## config.mk

```make
export PLATFORM = sky130hd
export DESIGN_NAME = tfn_queue
export DESIGN_NICKNAME = d
export VERILOG_FILES = /design/src/rtl/tfn_pkg.sv /design/src/rtl/tfn_queue.sv
export SDC_FILE = /design/constraint.sdc
export NUM_CORES = 1
export LEC_CHECK = 0
export ABC_AREA = 1
export BUFFER_PORTS_ARGS = -buffer_cell sky130_fd_sc_hd__buf_2
export CORE_UTILIZATION = 34
export CTS_BUF_LIST = sky130_fd_sc_hd__clkbuf_8
export DETAILED_ROUTE_END_ITERATION = 10
export GPL_TIMING_DRIVEN = 0
export HOLD_SLACK_MARGIN = 0.12
export SLEW_MARGIN = 20
export SYNTH_ARGS = -nofsm -noshare
export SYNTH_HDL_FRONTEND = slang
export SYNTH_SLANG_ARGS = --single-unit
```

## constraint.sdc

```tcl
create_clock -name i_clk -period 5.63 [get_ports i_clk]
set_input_delay 1.4075 -clock i_clk [delete_from_list [all_inputs] [get_ports i_clk]]
set_output_delay 1.4075 -clock i_clk [all_outputs]
set_load 0.01 [all_outputs]
```

## src/rtl/tfn_pkg.sv

```systemverilog
// ----------------------------------------------------------------------------
// tfn_pkg
// Shared beat types and constants of the triangle face normal block.
// ----------------------------------------------------------------------------
package tfn_pkg;

    localparam int AXES     = 3;
    localparam int MAG_W    = 31;
    localparam int NORMAL_W = 16;
    localparam int QDEPTH   = 4;
    localparam int QPTR_W   = $clog2(QDEPTH);
    localparam int QCNT_W   = $clog2(QDEPTH + 1);

    typedef struct packed {
        logic signed [31:0] v0_x;
        logic signed [31:0] v0_y;
        logic signed [31:0] v0_z;
        logic signed [31:0] v1_x;
        logic signed [31:0] v1_y;
        logic signed [31:0] v1_z;
        logic signed [31:0] v2_x;
        logic signed [31:0] v2_y;
        logic signed [31:0] v2_z;
    } t_in_beat;

    typedef struct packed {
        logic signed [NORMAL_W-1:0] normal_x;
        logic signed [NORMAL_W-1:0] normal_y;
        logic signed [NORMAL_W-1:0] normal_z;
        logic                       degenerate;
    } t_out_beat;

    typedef struct packed {
        logic [AXES-1:0][MAG_W-1:0] mag;
        logic [AXES-1:0]            neg;
        logic                       deg;
    } t_mid;

endpackage

```

## src/rtl/tfn_queue.sv

```systemverilog
// ----------------------------------------------------------------------------
// tfn_queue
// Short FIFO that decouples the front and back pipelines.
// ----------------------------------------------------------------------------
module tfn_queue (
    input  logic                         i_clk,
    input  logic                         i_rst_n,
    input  logic                         i_push,
    input  tfn_pkg::t_mid                i_data,
    input  logic                         i_pop,
    output tfn_pkg::t_mid                o_data,
    output logic                         o_full,
    output logic                         o_empty,
    output logic [tfn_pkg::QCNT_W-1:0]   o_count
);

    tfn_pkg::t_mid                   r_mem [tfn_pkg::QDEPTH];
    logic [tfn_pkg::QPTR_W-1:0]      r_wr, r_rd;
    logic [tfn_pkg::QCNT_W-1:0]      r_cnt;

    assign o_full  = (r_cnt == tfn_pkg::QCNT_W'(tfn_pkg::QDEPTH));
    assign o_empty = (r_cnt == '0);
    assign o_count = r_cnt;
    assign o_data  = r_mem[r_rd];

    always_ff @(posedge i_clk) begin
        if (!i_rst_n) begin
            r_wr  <= '0;
            r_rd  <= '0;
            r_cnt <= '0;
        end else begin
            if (i_push) r_wr <= r_wr + 1'b1;
            if (i_pop)  r_rd <= r_rd + 1'b1;
            if (i_push && !i_pop) r_cnt <= r_cnt + 1'b1;
            else if (!i_push && i_pop) r_cnt <= r_cnt - 1'b1;
        end
    end

    always_ff @(posedge i_clk) begin
        if (i_push) r_mem[r_wr] <= i_data;
    end

endmodule

```

==> results of run 1 <==
==> metrics by stage <==
stage / worst slack [ps] / area, um2 / setup TNS (ps) / cells / total power [W]
6_report: 1720 / 17900 / 0 / 1906 / 0.00645
5_1_grt: 1520 / 17900 / 0 / 1905 / 0.00672
4_1_cts: 1560 / 17900 / 0 / 1904 / 0.00654
3_5_place_dp: 2210 / 16700 / 0 / 1786 / 0.00412
3_3_place_gp: -70.8 / 16500 / -6930 / 1782 / 0.00412
2_1_floorplan: 1860 / 14800 / 0 / 995 / 0.00380
==> cell families (layout without fill, tap and decap cells) <==
group,Yosys count,after routing,synth area share
AOI/OAI and AO/OA,301,301,0.110
adders and majority gates,6,6,0.00559
buffers and inverters,79,403,0.0297
DFF,397,397,0.800
other,0,2,0
and+or+nand+nor,212,212,0.0543
==> synth_stat cells <==
library cell | instances | area share
a21oi_1 | 4 | 0.0014
buf_2 | 19 | 0.0064
buf_6 | 15 | 0.011
clkbuf_1 | 25 | 0.0063
clkbuf_2 | 3 | 0.0010
dfxtp_1 | 9 | 0.012
edfxtp_1 | 388 | 0.79
fa_1 | 1 | 0.0014
ha_1 | 5 | 0.0042
inv_1 | 15 | 0.0038
inv_2 | 1 | 0.00025
inv_4 | 1 | 0.00042
nand2_1 | 9 | 0.0023
nand3_1 | 1 | 0.00034
nand4_1 | 1 | 0.00042
nor2_1 | 199 | 0.051
nor3_1 | 2 | 0.00068
o21ai_0 | 137 | 0.046
o21ai_1 | 63 | 0.021
o22ai_1 | 97 | 0.041
==> metal layers <==
layer / up-vias / part of all wire
li1: 4329 / -
met4: 14 / 0.017
met2: 273 / 0.48
met3: 61 / 0.071
met5: - / 0.0027
met1: 4590 / 0.43
==> placed cells by master, fill, tap and decap left out, types with 2 or more instances in the layout <==
cell / instances
a21oi_1: 4
buf_16: 4
buf_2: 221
buf_6: 15
bufinv_16: 2
clkbuf_1: 25
clkbuf_2: 3
clkbuf_8: 73
clkinv_1: 10
clkinv_2: 9
clkinvlp_4: 3
dfxtp_1: 9
diode_2: 2
edfxtp_1: 388
ha_1: 5
inv_1: 31
inv_6: 4
nand2_1: 9
nor2_1: 199
nor3_1: 2
o21ai_0: 137
o21ai_1: 63
o22ai_1: 97
==> flip-flops by register name (all words and copies together) (netlist names), named ones only <==
register  flops
o_count       3
r_mem       388
r_rd          2
r_wr          2
==> where the power goes <==
| part | switching [W] | internal, W | total (W) |
|---|---|---|---|
| combinational | 0.000427 | 0.000212 | 0.000639 |
| sequential | 0.0000320 | 0.00338 | 0.00341 |
| clock | 0.00111 | 0.00129 | 0.00240 |
==> worst max-delay path: stages, from the launching register on <==
cell	delay (ps)
dfxtp_1	500
inv_2	330
buf_6	200
clkbuf_1	430
o21ai_1	130
o22ai_1	170
buf_2	160
==> worst max-delay path by stage <==
stage	end	slack [ps]
floorplan	r_mem[0][0]	1860
global placement	r_mem[3][55]	-70
detailed placement	o_data[72]	2210
CTS	o_data[72]	1560
global route	o_data[79]	1520
finish	o_data[72]	1720
==> cell type report <==
class | count | area, um2
Fill cell | 4109 | 25100
Antenna cell | 2 | 5.00
Timing Repair Buffer | 206 | 1120
Clock inverter | 45 | 249
Sequential cell | 397 | 11800
Multi-Input combinational cell | 519 | 2510
Clock buffer | 73 | 1000
Tap cell | 585 | 732
Buffer | 62 | 373
Inverter | 17 | 86.3
==> reports/results.ini, run 1 <==
[clock_tree]
cts-resized-gates = 0
path_clk_slew_ps = 60
cts_tree = done
numCtsBuffers = 68
worst_skew_pair.late_latency_ps = 600
cts_max_level = 3
cts_root_buf = clkbuf_8
holdBufCountCts = 0
cts.sinks = 397
clockBufferDepth = 3
postCtsSetupRepairBufs = 0

[logic_synthesis]
syn_area_mm2 = 0.0148
synthesis.nets = 1102
syn_avg_cell_area_um2 = 14.9
yosysUniqueCellTypes = 20
ys_ff_latch = 397
yosysWarnings = 0
synth_seq_area_share = 0.800
syn_inst = 995

[floorplanning]
die_area_mm2 = 0.0443
die_y_um = 211
rows = 76
die_w_um = 211
core_mm2 = 0.0430
ios = 203
start_util = 0.344

[layout]
final_util = 0.417
area_growth_pct = 21.2
layout-drive-gt1-share = 0.255
fin_nets = 1378

[pwr]
power_density_mw_per_mm2 = 360
peakVddDrop_mv = 0.182
leakagePower_nw = 6.34

[timing]
fin_crit_ps = 3910
whs_ps = 481
maxSlewViolCount = 0
finalSetupViolations = 0
rsz0062_at_grt = no
fmax_mhz = 256
fin_crit_sh = 0.695
skew_ps = 29.5
hold_viol_final = 0
worst_pin_slew_ps = 674
relSlewSlack = 0.550

[worst_setup_path]
cp-end-kind = output port
start_kind = flip-flop
path_class = reg2out
required_ps = 4220
r2r_slack_ps = 3780
critical_path_arrival_ps = 2500
crit_fanout = 10
r2r_cells = 5
r2r-end = r_mem[0][60]
r2r-start = r_wr[0]

[placed_design]
port_buffers = 202
dp_hpwl_mm = 22.0
place.gp.congestion = 0.732

[drt]
routed_via_density = 4.86
ant_nets = 0
wl_per_cell_um = 19.4
via_count = 9267
first_pass_iters = 5
drt_wl_total_mm = 36.9
drtIter0Drc = 525
post-route-drc-count = 0

[global_route]
grt_max_degree = 62
first_global_vias = 9326
grt.met1_usage = 0.212
grt_util_met2 = 0.270
gr-usage-met3 = 0.0466
overflow = 0
busiest_layer = met2
grt_pass1_wl_mm = 54.8
grt_usage = 0.166
antenna_found_initial = 8

[outcome]
status = completed

[min_path]
hold_path.class = reg2reg
min_from = r_rd[1]
min_to = r_rd[1]
whs_path_depth = 1

[flow_run]
cap_violations = 0

Power figures use the tool's default switching activity.
==> inputs of run 2 (changes only) <==
--- a/config.mk
+++ b/config.mk
@@ -5,7 +5,7 @@
 export SDC_FILE = /design/constraint.sdc
 export NUM_CORES = 1
 export LEC_CHECK = 0
-export ABC_AREA = 1
+export ABC_AREA = 0
 export BUFFER_PORTS_ARGS = -buffer_cell sky130_fd_sc_hd__buf_2
 export CORE_UTILIZATION = 34
 export CTS_BUF_LIST = sky130_fd_sc_hd__clkbuf_8
==> constraint.sdc (replaced) <==
create_clock -name i_clk -period 3.4 [get_ports i_clk]
set_input_delay 0.85 -clock i_clk [delete_from_list [all_inputs] [get_ports i_clk]]
set_output_delay 0.85 -clock i_clk [all_outputs]
set_load 0.01 [all_outputs]
==> run 2 against run 1 <==
Critical endpoint is now o_data[75]. Synthesized area decreased by 2.4%. Worst hold slack worse by 18 ps. Register-to-register slack worse by 2400 ps. Critical path type unchanged.
==> reports/results.ini, run 2 <==
[pwr]
leakagePower_nw = 5.96  ; -6.0%
peakVddDrop_mv = 0.336  ; +85%
power_density_mw_per_mm2 = 605  ; +68%
p_total_w = 0.0106  ; +65%

[floorplanning]
start_util = 0.344  ; about the same
die_y_um = 208  ; -1.2%
ios = 203  ; unchanged
die_area_mm2 = 0.0433  ; -2.4%
rows = 75  ; -1.3%
die_w_um = 208  ; -1.2%
core_mm2 = 0.0419  ; -2.4%

[drt]
drtIter0Drc = 286  ; -46%
routed_via_density = 4.62  ; -5.0%
first_pass_iters = 4  ; -1
post-route-drc-count = 0  ; unchanged
ant_nets = 0  ; unchanged
drt_wl_total_mm = 28.3  ; -23%
via_count = 6548  ; -29%
wl_per_cell_um = 20.0  ; +3.2%

[global_route]
overflow = 0  ; unchanged
antenna_found_initial = 3  ; -5
first_global_vias = 7379  ; -21%
grt_pass1_wl_mm = 43.2  ; -21%
grt_max_degree = 44  ; -29%
grt_usage = 0.135  ; -0.0309

[min_path]
min_from = i_data[96]
hold_path.class = in2reg
min_to = r_mem[0][96]
whs_path_depth = 1  ; unchanged

[logic_synthesis]
syn_area_mm2 = 0.0144  ; -2.4%
yosysUniqueCellTypes = 21  ; +5.0%
synth.largest_area_cell = edfxtp_1
async_flop_share = 0  ; unchanged
yosysWarnings = 0  ; unchanged
synth_top_cell_area_share = 0.807  ; +0.0193
synth_seq_area_share = 0.820  ; +0.0196
ys_ff_latch = 397  ; unchanged
ys.flop_type = edfxtp_1
syn_inst = 550  ; -45%
synth_commonest_cells = edfxtp_1, mux4_2, buf_2, and2_1, dfxtp_1
synthesis.nets = 657  ; -40%
synth_most_common_cell = edfxtp_1
yosys-top-cells-area = edfxtp_1, mux4_2, dfxtp_1
synth_edf_count = 388  ; unchanged
syn_avg_cell_area_um2 = 26.2  ; +77%

[worst_setup_path]
r2r-start = r_wr[0]
start_kind = flip-flop
cp-end-kind = output port
r2r-end = r_mem[2][78]
r2r_cells = 5  ; unchanged
crit_fanout = 10  ; unchanged
critical_path_arrival_ps = 2340  ; -160 ps
path_class = reg2out
r2r_slack_ps = 1400  ; -2380 ps
required_ps = 2550  ; -1670 ps

[clock_tree]
path_clk_slew_ps = 60  ; about the same
cts_tree = done
worst_skew_pair.late_latency_ps = 590  ; about the same
cts.sinks = 397  ; unchanged
cts_root_buf = clkbuf_8
postCtsSetupRepairBufs = 0  ; unchanged
numCtsBuffers = 68  ; unchanged
clockBufferDepth = 3  ; unchanged
cts_max_level = 3  ; unchanged
holdBufCountCts = 0  ; unchanged

[timing]
fin_crit_sh = 0.939
hold_viol_final = 0  ; unchanged
rsz0062_at_grt = no
fin_crit_ps = 3190
worst_pin_slew_ps = 686  ; +11.2 ps
fmax_mhz = 313
relSlewSlack = 0.543  ; -0.00749
finalSetupViolations = 0  ; unchanged
skew_ps = 16.3  ; -13.2 ps
maxSlewViolCount = 0  ; unchanged

[layout]
layout-drive-gt1-share = 0.470  ; +0.214
final-instance-count-excl-fill = 1417  ; -26%
largest_register_ffs = 388  ; unchanged
final_cell_mix = edfxtp_1, buf_2, mux4_2
area_growth_pct = 21.6
top_register = r_mem
fin_nets = 937  ; -32%
final_common_cell = edfxtp_1
num-fill-cells = 3686  ; -10%

[placed_design]
post-place-cells = 1299  ; -27%
place.gp.congestion = 0.665  ; -9.2%
port_buffers = 202  ; unchanged
dp_hpwl_mm = 17.0  ; -23%

[outcome]
status = completed

[flow_run]
cap_violations = 0  ; unchanged

run 2: what timing repair did:
action                     4_1_cts  5_1_grt
resized for setup                2        0
setup endpoints to repair       11        0
hold endpoints to repair         0        0
run 2: power breakdown:
group / switching [W] / internal [W]
combinational: 0.000583 / 0.000502
clock: 0.00184 / 0.00202
sequential: 0.0000523 / 0.00562
total: 0.00247 / 0.00814
run 2: cell families after synthesis:
group           Yosys count  synth area share
compound gates            2          0.000867
mux                      99             0.153
xor+xnor                  5           0.00304
buf+inv                  26            0.0114
simple gates             15           0.00633
fa+ha+maj                 6           0.00572
flops                   397             0.820
run 2: worst max path at each step:
stage,from,end,slack [ps],depth (start not counted)
floorplan,i_push,r_mem[1][0],910,1
finish,flip-flop,o_data[75],210,5
detailed placement,flip-flop,o_data[84],640,4
CTS,flip-flop,o_data[75],20,5
global placement,i_push,r_mem[3][78],-430,2
global route,flip-flop,o_data[80],4,5
run 2: final cells by class:
class / instances / area (um2) / share of cell area
Antenna cell: 1 / 2.50 / 0.000143
Buffer: 22 / 153 / 0.00870
Clock buffer: 68 / 936 / 0.0533
Clock inverter: 49 / 270 / 0.0154
Inverter: 4 / 15.0 / 0.000856
Multi-Input combinational cell: 127 / 2440 / 0.139
Sequential cell: 397 / 11800 / 0.674
Tap cell: 539 / 674 / 0.0384
Timing Repair Buffer: 210 / 1220 / 0.0693
run 2: per-stage QoR:
step           utilization  area (um2)  TNS [ps]  worst slack, ps  hold WS [ps]
5_1_grt              0.418       17500         0             4.36           406
2_1_floorplan            -       14400         0              908           528
3_5_place_dp         0.389       16300         0              641           537
6_report             0.418       17500         0              206           463
3_3_place_gp         0.384       16100   -155550             -425           514
4_1_cts              0.418       17500         0             15.5           387
run 2: worst max-delay path, cell delays in order (launching register included):
cell and delay [ps]:
dfxtp_1 300, buf_2 240, buf_2 340, buf_2 350
mux4_2 360, buf_2 150
run 2: layer usage:
layer	wire [um]	up-vias	GRT usage	part of all wire
met4	620	4	0.0593	0.022
met3	1830	54	0.0451	0.065
met2	13900	180	0.220	0.49
met5	23	-	0	0.00081
met1	11900	3362	0.164	0.42
li1	-	2948	-	-
